`config.mk`:
```
export PLATFORM = sky130hd
export DESIGN_NAME = rational_accumulator_unit
export DESIGN_NICKNAME = d
export VERILOG_FILES = /design/src/design/rau_pkg.sv /design/src/design/rau_divider.sv /design/src/design/rational_accumulator_unit.sv
export SDC_FILE = /design/constraint.sdc
export NUM_CORES = 2
export LEC_CHECK = 0
export BUFFER_PORTS_ARGS = -buffer_cell sky130_fd_sc_hd__buf_4
export CORE_MARGIN = 2
export CORE_UTILIZATION = 35
export DETAILED_ROUTE_END_ITERATION = 10
export GPL_ROUTABILITY_DRIVEN = 1
export HOLD_SLACK_MARGIN = 0.15
export MAX_ROUTING_LAYER = met4
export SETUP_SLACK_MARGIN = 0.3
export SYNTH_ARGS = -nofsm -noshare
export SYNTH_HDL_FRONTEND = slang
export SYNTH_SLANG_ARGS = --single-unit
```
`constraint.sdc`:
```
create_clock -name clk -period 8.4 [get_ports clk]
set_clock_uncertainty 0.1 [all_clocks]
set_input_delay 1.68 -clock clk [delete_from_list [all_inputs] [get_ports clk]]
set_output_delay 1.68 -clock clk [all_outputs]
set_load 0.02 [all_outputs]
```
`src/design/rau_pkg.sv`:
```
// Package for the rational accumulator unit: codes, request and result types.
// No dependencies.
`timescale 1ns / 1ps
package rau_pkg;

  localparam int WordBitsDefault = 32;

  typedef enum logic [2:0] {
    FUNC_LOAD   = 3'd0,
    FUNC_RECIP  = 3'd1,
    FUNC_SIMP   = 3'd2,
    FUNC_MULINT = 3'd3,
    FUNC_MULFR  = 3'd4,
    FUNC_ADD    = 3'd5,
    FUNC_SUB    = 3'd6
  } func_t;

  typedef struct packed {
    logic [2:0]         func;
    logic signed [31:0] operand_num;
    logic signed [31:0] operand_den;
  } req_t;

  typedef struct packed {
    logic signed [31:0] result_num;
    logic signed [31:0] result_den;
    logic               error_flag;
  } rsp_t;

  // Divider handshake between the sequencer and the shared divider.
  typedef struct packed {
    logic start;
  } div_ctl_t;

  typedef struct packed {
    logic busy;
    logic done;
  } div_sts_t;

endpackage

```
`src/design/rau_divider.sv`:
```
// Shared restoring divider, one quotient bit per cycle.
// Depends on rau_pkg.
`timescale 1ns / 1ps
module rau_divider #(
  parameter int WordBits = rau_pkg::WordBitsDefault
) (
  input  logic                  clk,
  input  logic                  rst,
  input  rau_pkg::div_ctl_t     ctl,
  input  logic [WordBits-1:0]   dividend,
  input  logic [WordBits-1:0]   divisor,
  output rau_pkg::div_sts_t     sts,
  output logic [WordBits-1:0]   quotient,
  output logic [WordBits-1:0]   remainder
);
  localparam int CntBits = $clog2(WordBits + 1);

  logic [CntBits-1:0]  count;
  logic                busy;
  logic                done;
  logic [WordBits-1:0] dvs;
  logic [WordBits:0]   trial;

  // Shift the next dividend bit into the partial remainder and try a subtract.
  assign trial = {remainder, quotient[WordBits-1]} - {1'b0, dvs};

  always_ff @(posedge clk) begin
    if (rst) begin
      busy  <= 1'b0;
      done  <= 1'b0;
      count <= '0;
    end else begin
      done <= 1'b0;
      if (ctl.start) begin
        busy  <= 1'b1;
        count <= CntBits'(WordBits);
      end else if (busy) begin
        count <= count - 1'b1;
        if (count == CntBits'(1)) begin
          busy <= 1'b0;
          done <= 1'b1;
        end
      end
    end
  end

  always_ff @(posedge clk) begin
    if (ctl.start) begin
      quotient  <= dividend;
      remainder <= '0;
      dvs       <= divisor;
    end else if (busy) begin
      if (!trial[WordBits]) begin
        remainder <= trial[WordBits-1:0];
        quotient  <= {quotient[WordBits-2:0], 1'b1};
      end else begin
        remainder <= {remainder[WordBits-2:0], quotient[WordBits-1]};
        quotient  <= {quotient[WordBits-2:0], 1'b0};
      end
    end
  end

  assign sts.busy = busy;
  assign sts.done = done;
endmodule

```
`src/design/rational_accumulator_unit.sv`:
```
// Top level of the rational accumulator unit: sequencer, multiplier, divider, fraction.
// Depends on rau_pkg and rau_divider.
`timescale 1ns / 1ps
// The unit holds one fraction and applies one request at a time. A request is
// taken only when the unit is idle and no result waits; its result shows the
// held fraction afterward. Load, reciprocal and unused codes finish in S_EXEC;
// integer multiply then runs S_MUL1, fraction multiply S_MUL1 and S_MUL2, add
// and subtract S_MUL1 to S_MUL3, since one shared multiplier makes one product
// per cycle. Simplify runs the Euclidean loop on one shared restoring divider.
// Each remainder step starts from S_GCD and waits in S_GCDW for the divider to
// finish; S_DIVN and S_DIVD then divide the numerator and denominator by the
// common divisor. The loop takes at most about 46 remainder steps for 32-bit
// words. The divider sets the rate of simplify.
module rational_accumulator_unit #(
  parameter int WordBits = rau_pkg::WordBitsDefault
) (
  input  logic            clk,
  input  logic            rst,
  input  logic            in_valid,
  output logic            in_stall,
  input  rau_pkg::req_t   in_data,
  output logic            out_valid,
  input  logic            out_stall,
  output rau_pkg::rsp_t   out_data
);
  localparam int W = WordBits;

  typedef enum logic [8:0] {
    S_IDLE  = 9'b000000001,
    S_EXEC  = 9'b000000010,
    S_MUL1  = 9'b000000100,
    S_MUL2  = 9'b000001000,
    S_MUL3  = 9'b000010000,
    S_GCD   = 9'b000100000,
    S_GCDW  = 9'b001000000,
    S_DIVN  = 9'b010000000,
    S_DIVD  = 9'b100000000
  } state_t;

  state_t state, state_next;

  logic [2:0]   func;
  logic [W-1:0] opn, opd;
  logic [W-1:0] acc_num, acc_den;
  logic [W-1:0] prod_a;       // first registered product
  logic [W-1:0] prod;         // product register
  logic [W-1:0] hi, lo, mag_n, mag_d;
  logic         nneg, dneg;
  logic         err;
  logic         res_pending;

  // Shared multiplier: the operand pair is chosen by the state.
  logic [W-1:0] mul_a, mul_b;
  always_comb begin
    mul_a = acc_num;
    mul_b = opn;
    case (state)
      S_MUL1: begin
        mul_a = acc_num;
        mul_b = (rau_pkg::func_t'(func) == rau_pkg::FUNC_ADD ||
                 rau_pkg::func_t'(func) == rau_pkg::FUNC_SUB) ? opd : opn;
      end
      S_MUL2: begin
        mul_a = acc_den;
        mul_b = (rau_pkg::func_t'(func) == rau_pkg::FUNC_MULFR) ? opd : opn;
      end
      S_MUL3: begin
        mul_a = acc_den;
        mul_b = opd;
      end
      default: begin
        mul_a = acc_num;
        mul_b = opn;
      end
    endcase
  end

  logic [2*W-1:0] mul_full;
  assign mul_full = mul_a * mul_b;

  // Shared divider.
  rau_pkg::div_ctl_t div_ctl;
  rau_pkg::div_sts_t div_sts;
  logic [W-1:0]      div_a, div_b, div_q, div_r;

  rau_divider #(.WordBits(W)) u_div (
    .clk(clk), .rst(rst), .ctl(div_ctl), .dividend(div_a), .divisor(div_b),
    .sts(div_sts), .quotient(div_q), .remainder(div_r)
  );

  // The divider latches its operands on start. The numerator divide starts
  // from S_GCD once the loop ends, the denominator divide from S_DIVN.
  always_comb begin
    div_a = hi;
    div_b = lo;
    case (state)
      S_GCD: begin
        if (lo == '0) begin
          div_a = mag_n;
          div_b = hi;
        end
      end
      S_DIVN: begin
        div_a = mag_d;
        div_b = hi;
      end
      default: begin
        div_a = hi;
        div_b = lo;
      end
    endcase
  end

  assign in_stall  = (state != S_IDLE) || res_pending;
  assign out_valid = res_pending;

  // Sequencer.
  always_comb begin
    state_next    = state;
    div_ctl.start = 1'b0;
    case (state)
      S_IDLE: if (in_valid && !in_stall) state_next = S_EXEC;
      S_EXEC: begin
        case (rau_pkg::func_t'(func))
          rau_pkg::FUNC_MULINT, rau_pkg::FUNC_MULFR,
          rau_pkg::FUNC_ADD, rau_pkg::FUNC_SUB: state_next = S_MUL1;
          rau_pkg::FUNC_SIMP: state_next = S_GCD;
          default: state_next = S_IDLE;
        endcase
      end
      S_MUL1: begin
        if (rau_pkg::func_t'(func) == rau_pkg::FUNC_MULINT) state_next = S_IDLE;
        else state_next = S_MUL2;
      end
      S_MUL2: begin
        if (rau_pkg::func_t'(func) == rau_pkg::FUNC_MULFR) state_next = S_IDLE;
        else state_next = S_MUL3;
      end
      S_MUL3: state_next = S_IDLE;
      S_GCD: begin
        if (lo == '0) begin
          if (hi == '0) state_next = S_IDLE;
          else begin
            state_next    = S_DIVN;
            div_ctl.start = 1'b1;
          end
        end else begin
          state_next    = S_GCDW;
          div_ctl.start = 1'b1;
        end
      end
      S_GCDW: if (div_sts.done) state_next = S_GCD;
      S_DIVN: begin
        if (div_sts.done) begin
          state_next    = S_DIVD;
          div_ctl.start = 1'b1;
        end
      end
      S_DIVD: if (div_sts.done) state_next = S_IDLE;
      default: state_next = S_IDLE;
    endcase
  end

  always_ff @(posedge clk) begin
    if (rst) begin
      state       <= S_IDLE;
      res_pending <= 1'b0;
      acc_num     <= '0;
      acc_den     <= W'(1);
      err         <= 1'b0;
    end else begin
      state <= state_next;
      if (res_pending && !out_stall) res_pending <= 1'b0;
      if (state != S_IDLE && state_next == S_IDLE) res_pending <= 1'b1;
      case (state)
        S_IDLE: if (in_valid && !in_stall) err <= 1'b0;
        S_EXEC: begin
          case (rau_pkg::func_t'(func))
            rau_pkg::FUNC_LOAD: begin
              acc_num <= opn;
              acc_den <= opd;
            end
            rau_pkg::FUNC_RECIP: begin
              acc_num <= acc_den;
              acc_den <= acc_num;
            end
            default: ;
          endcase
        end
        S_MUL1: begin
          if (rau_pkg::func_t'(func) == rau_pkg::FUNC_MULINT)
            acc_num <= mul_full[W-1:0];
        end
        S_MUL2: begin
          if (rau_pkg::func_t'(func) == rau_pkg::FUNC_MULFR) begin
            acc_num <= prod_a;
            acc_den <= mul_full[W-1:0];
          end
        end
        S_MUL3: begin
          if (rau_pkg::func_t'(func) == rau_pkg::FUNC_ADD)
            acc_num <= prod_a + prod;
          else
            acc_num <= prod_a - prod;
          acc_den <= mul_full[W-1:0];
        end
        S_GCD: if (lo == '0 && hi == '0) err <= 1'b1;
        S_DIVN: if (div_sts.done) acc_num <= nneg ? W'(-div_q) : div_q;
        S_DIVD: if (div_sts.done) acc_den <= dneg ? W'(-div_q) : div_q;
        default: ;
      endcase
    end
  end

  // Payload and loop registers.
  always_ff @(posedge clk) begin
    if (state == S_IDLE && in_valid && !in_stall) begin
      func <= in_data.func;
      opn  <= W'(in_data.operand_num);
      opd  <= W'(in_data.operand_den);
    end
    case (state)
      S_EXEC: begin
        nneg  <= acc_num[W-1];
        dneg  <= acc_den[W-1];
        mag_n <= acc_num[W-1] ? W'(-acc_num) : acc_num;
        mag_d <= acc_den[W-1] ? W'(-acc_den) : acc_den;
        begin
          logic [W-1:0] a, b;
          a = acc_num[W-1] ? W'(-acc_num) : acc_num;
          b = acc_den[W-1] ? W'(-acc_den) : acc_den;
          hi <= (a > b) ? a : b;
          lo <= (a > b) ? b : a;
        end
      end
      S_MUL1: prod_a <= mul_full[W-1:0];
      S_MUL2: prod   <= mul_full[W-1:0];
      S_GCDW: begin
        if (div_sts.done) begin
          hi <= lo;
          lo <= div_r;
        end
      end
      default: ;
    endcase
  end

  assign out_data.result_num = 32'(signed'(acc_num));
  assign out_data.result_den = 32'(signed'(acc_den));
  assign out_data.error_flag = err;
endmodule

```
Yosys cells after proc, flatten, opt, wreduce, memory -nomap -nowiden --
Cells that the tools add are included.
Storage, ports and cells: input bits 71, word-level logic and storage cells 143, output and inout bits 67, bits in registers 440
Operators by class: reduce and logical (&&, ||, !) cells 27, multiplexer cells 57, add/sub/neg operators 7, equality and inequality tests 26, $lt $le $gt $ge 1, bitwise operators 1, $mul 1
Operators with widths (number):
- 32-bit 2-to-1 mux | 22
- 32-bit case mux with 2 select lines | 6
- 32-bit case mux with 5 select lines | 1
- 32-bit case mux with 4 select lines | 1
- 32-bit negation | 3
- 32-bit case mux with 3 select lines | 1
- 9-bit case mux with 8 select lines | 1
- 32-bit logical NOT | 2
- 9-bit 2-to-1 mux | 5
- 33-bit by 32-bit subtractor with 33-bit output | 1
- 32-bit adder | 1
- 32-bit greater-than comparator | 1
- 32-bit by 32-bit multiplier with 32-bit output | 1
- 32-bit subtractor | 1
- 9-bit by 1-bit == test with 1-bit output (second input constant) | 2
- 1-bit 2-to-1 mux | 12
- 6-bit 2-to-1 mux | 2
- 6-bit case mux with 2 select lines | 1
- 3-bit == test (second input constant) | 3
- 9-bit by 2-bit == test with 1-bit output (second input constant) | 1
- 9-bit by 3-bit == test with 1-bit output (second input constant) | 1
- 9-bit by 4-bit == test with 1-bit output (second input constant) | 1
- 9-bit by 5-bit == test with 1-bit output (second input constant) | 1
- 9-bit by 6-bit == test with 1-bit output (second input constant) | 1
- other kinds (30) | 48

Longest topological paths before layout --
depth after elaboration 9, gate-level depth with buffers 40

By module --
From an unflattened synthesis, not the netlist that was laid out.
Second synthesis, totals: cells, all modules 4635, area, all modules 42813.6 sq um
Modules (own cells, without submodules):
- rational_accumulator_unit | cells each 4041, times used 1, area an instance 36776.5 sq um
- rau_divider | cells each 594, times used 1, area an instance 6037.0 sq um

Least setup slack after synthesis --
Ideal clock, no wire load.
path type reg2reg, start reg func[1], end reg acc_num[31], library setup time 130 ps, path slack -703 ps, required time 8170 ps, cell stages (with the launch flop) 39, data arrival time 8873 ps, clock period less this slack 9103 ps, cell sequence edfxtp_1 buf_2 nor2b_1 a22oi_1 a311o_1 buf_6 buf_6 buf_6 clkbuf_1 clkbuf_1 nand2_1 o21ai_0 clkbuf_1 nand2_1 fa_1 inv_1 fa_1 inv_1 [3 not listed] fa_1 inv_1 fa_1 fa_1 fa_1 inv_1 ha_1 a21oi_1 o21ai_0 a211oi_1 nor2_1 or4_1 a41o_1 a21oi_1 xor2_1 o221ai_2 a21oi_1 nor3_2
On the way: cells in the longest elaborated chain, start to end 7, elaborated cells between the ends (all ways) 19, classes of those cells 1 x mul; 8 x eq/ne; 7 x mux; 3 x reduce/logical
Ends and longest elaborated chain:
- start: declaration | line rational_accumulator_unit.sv:42 | logic [2:0] func;
- start signal: assignment | line rational_accumulator_unit.sv:218 | func <= in_data.func;
- 3-bit == test, on equally long branches | line rational_accumulator_unit.sv:60, rational_accumulator_unit.sv:201, rational_accumulator_unit.sv:61
- 1-bit logical OR | line rational_accumulator_unit.sv:60 | mul_b = (rau_pkg::func_t'(func) == rau_pkg::FUNC_ADD ||
- 32-bit 2-to-1 mux | line rational_accumulator_unit.sv:61 | rau_pkg::func_t'(func) == rau_pkg::FUNC_SUB) ? opd : opn;
- 32-bit case mux with 3 select lines | line rational_accumulator_unit.sv:57 | case (state)
- 32-bit by 32-bit multiplier with 32-bit output | line rational_accumulator_unit.sv:79 | assign mul_full = mul_a * mul_b;
- 32-bit 2-to-1 mux | line rational_accumulator_unit.sv:191 | if (rau_pkg::func_t'(func) == rau_pkg::FUNC_MULINT)
- 32-bit case mux with 5 select lines | line rational_accumulator_unit.sv:175 | case (state)
- end signal: assignment | line rational_accumulator_unit.sv:180 | acc_num <= opn;
- end signal: assignment | line rational_accumulator_unit.sv:192 | acc_num <= mul_full[W-1:0];
- end signal: assignment | line rational_accumulator_unit.sv:196 | acc_num <= prod_a;
- end: declaration | line rational_accumulator_unit.sv:44 | logic [W-1:0] acc_num, acc_den;
Parallel ways exist; a longest one is shown, timed or not. The select of a mux whose other input is x is not followed. A chain may end at the register's enable or synchronous reset.

Worst setup path in the final report --
Same ends and word-level chain as after synthesis.

==> flow_summary.ini <==
[outcome]
status = finished, violations left
violations = negative setup slack

[yosys]
synth_top_cell_by_area = edfxtp_1
synthTopCellsByArea = edfxtp_1 23%, fa_1 19%, ha_1 6.6%
synth_ff_type = edfxtp_1
postSynthAreaPerCell_sq_um = 9.20
async_reset_ff_share_pct = 0
netlist_area_sq_mm = 0.0422
syn-num-nets = 5293
synthDistinctLibCells = 87
synth-edff-count = 325
syn_inst = 4588
synth-seq-area-share_pct = 28.6
yosys_warnings = 0
ys_seq_elements = 440
synth_top_area_share_pct = 23.1

[detailed_routing]
first_pass_iters = 6
vias = 36100
dr.first_iter.drc_count = 3449
drc = 0
routed_wl_microns = 159000
drtAntennaViolNets = 0
via_per_inst = 5.41
wl_per_cell_microns = 23.8

[placement]
dp_hpwl_microns = 129000
port_buffers = 137
place_area_sq_mm = 0.0486
globalplace.congestion = 0.976
dp_slack_ns = -0.533

[global_routing]
grt_overflow = 0
antenna_found_initial = 3
grt_pass1_vias = 36100
grt_usage_pct = 26.5
grt_max_degree = 83
grt_pass1_wl_microns = 235000

[setup_path]
crit_cells = 31
critical_path_class = register to register
startpoint_type = register
rrSetupSlack_ns = -0.34
worst-r2r-cell-count = 31
required_ns = 8.81
cp.buffers_inverters = 6
crit_family = adder cells
critPathArrivalTime_ns = 9.15
cp_max_fo = 17
crit_start = func[1]$_DFFE_PP_
crit_top_cell = fa_1
critPathMaxStageDelay_ns = 0.55
r2r-start = func[1]$_DFFE_PP_
cp_slowest_cell = fa_1
cp-end-kind = register

[floorplan]
dieWidth_microns = 351
die_y_microns = 351
num_io_pins = 138
start_util_pct = 35.2
core_sq_mm = 0.120
die_area_sq_mm = 0.123
num_rows = 127

[min_path]
worst_hold_path.num_cells = 2
hold_path.class = register to register
holdCritStartpoint = err$_SDFFE_PP0P_

[timing]
tightestPinTransition_ns = 1.15
setup_viol = 39
fin_crit_sh_pct = 104
setup_tns_ns = -5.68
hold_violations = 0
clock.fmax_mhz = 114
fin_crit_ns = 8.74
whs_ns = 0.373
rsz0062_at_grt = true
worst_slack_ns = -0.343
final_max_slew_viol_count = 0
slew_headroom_pct = 23.0

[clocking]
cts_buffer_depth = 3
cts_tree = built
clock_latency_ns = 0.69
clkSinkCount = 440
clkTransAtPathRegs_ns = 0.06
cts_root_buffer = clkbuf_16
cts_buffers = 52
htreeDepth = 2

[layout]
area_growth_pct = 21.0
layout-drive-gt1-share_pct = 19.1
fin_nets = 5718
layout_common_cells = 602 x nand2_1, 565 x buf_4, 529 x inv_1
num-fill-cells = 11800
fin_util_pct = 42.6
final_common_cell = nand2_1
fin_area_sq_mm = 0.0511

[power_and_ir_drop]
comb_power_share_pct = 28.7
swShare_pct = 33.4
p_int_uw = 4650
seqPwrFrac_pct = 37.0
ir_drop_mv = 0.155
power_density_mw_per_mm2 = 137
p_switching_uw = 2330
clkPwrFrac_pct = 34.3
p_leak_uw = 0.0231

[job]
maxCapViolCount = 0
==> worst paths after layout <==
check | end
max | acc_num[31]$_SDFFE_PP0P_
min | err$_SDFFE_PP0P_
max reg2reg | acc_num[31]$_SDFFE_PP0P_
min reg2reg | err$_SDFFE_PP0P_
==> synthesized netlist by cell type, drive strengths merged (38+ instances only) <==
cell / number
a21o: 56
a21oi: 230
a221oi: 38
a22oi: 39
a31oi: 46
buf: 41
clkbuf: 204
dfxtp: 115
edfxtp: 325
fa: 410
ha: 224
inv: 539
mux2: 67
mux2i: 126
nand2: 605
nor2: 552
nor3: 58
o21ai: 130
or3: 40
xnor2: 147
xor2: 142
==> worst min-delay path, stage by stage (launching register included) <==
cell and delay, ns:
dfxtp_1 0.32, inv_1 0.05, a211oi_1 0.05
==> per-stage QoR <==
stage	total power, uW	std cells
3_5_place_dp	4540	6560
6_report	6980	6670
3_3_place_gp	4520	6560
2_1_floorplan	3720	4588
4_1_cts	6970	6663
5_1_grt	7250	6669
==> registers in the layout, summed over array words and instances (netlist names), 3 cells and up <==
name,count
lo,32
mag_d,32
opn,32
func,3
u_div.quotient,32
u_div.count,6
hi,32
u_div.remainder,32
prod_a,32
u_div.dvs,32
acc_den,32
state,9
prod,32
opd,32
acc_num,32
mag_n,32
==> cells by family after synthesis <==
| family | after synthesis | share of synthesized area (%) |
|---|---|---|
| AOI/OAI and AO/OA | 772 | 11.9 |
| xor gates and xnor gates | 293 | 6.25 |
| muxes | 193 | 4.95 |
| DFF | 440 | 28.6 |
| and+or+nand+nor | 1472 | 15.0 |
| buffers and inverters | 784 | 7.21 |
| adders and majority gates | 634 | 26.1 |
==> per-layer routing <==
metal  up-vias  track usage [%]  part of all wire [%]
met2      1512             39.5                    44
met3       338             4.24                   8.1
met4         0             10.6                   4.6
li1      16200                -                     -
met5         -                -                     0
met1     18000             35.9                    43
==> power groups by stage <==
stage,clock (uW),combinational [uW],sequential [uW]
after floorplan,0,1150,2570
after global placement,0,1900,2620
after detailed placement,0,1920,2620
after CTS,2430,1960,2580
after global routing,2500,2170,2580
final,2390,2000,2580
==> what timing repair did <==
item / CTS / global route
gates resized for setup: 74 / 62
pin swaps: 20 / 20
buffers inserted: 6 / 4
hold buffers: 0 / 0
setup endpoints to repair: 69 / 78
cloned: 0 / 1
==> layout make-up <==
cell class,count,area (sq um),share of cell area (%)
diodes,2,5.00,0.00980
clock buffers,73,1470,2.88
clock inverters,24,293,0.573
inverters,539,2020,3.96
multi-input cells,3364,28000,54.8
flip-flops and latches,440,12100,23.6
well taps,1612,2020,3.95
repair buffers,616,5190,10.2
No activity file was read; power rests on OpenSTA's default activity.
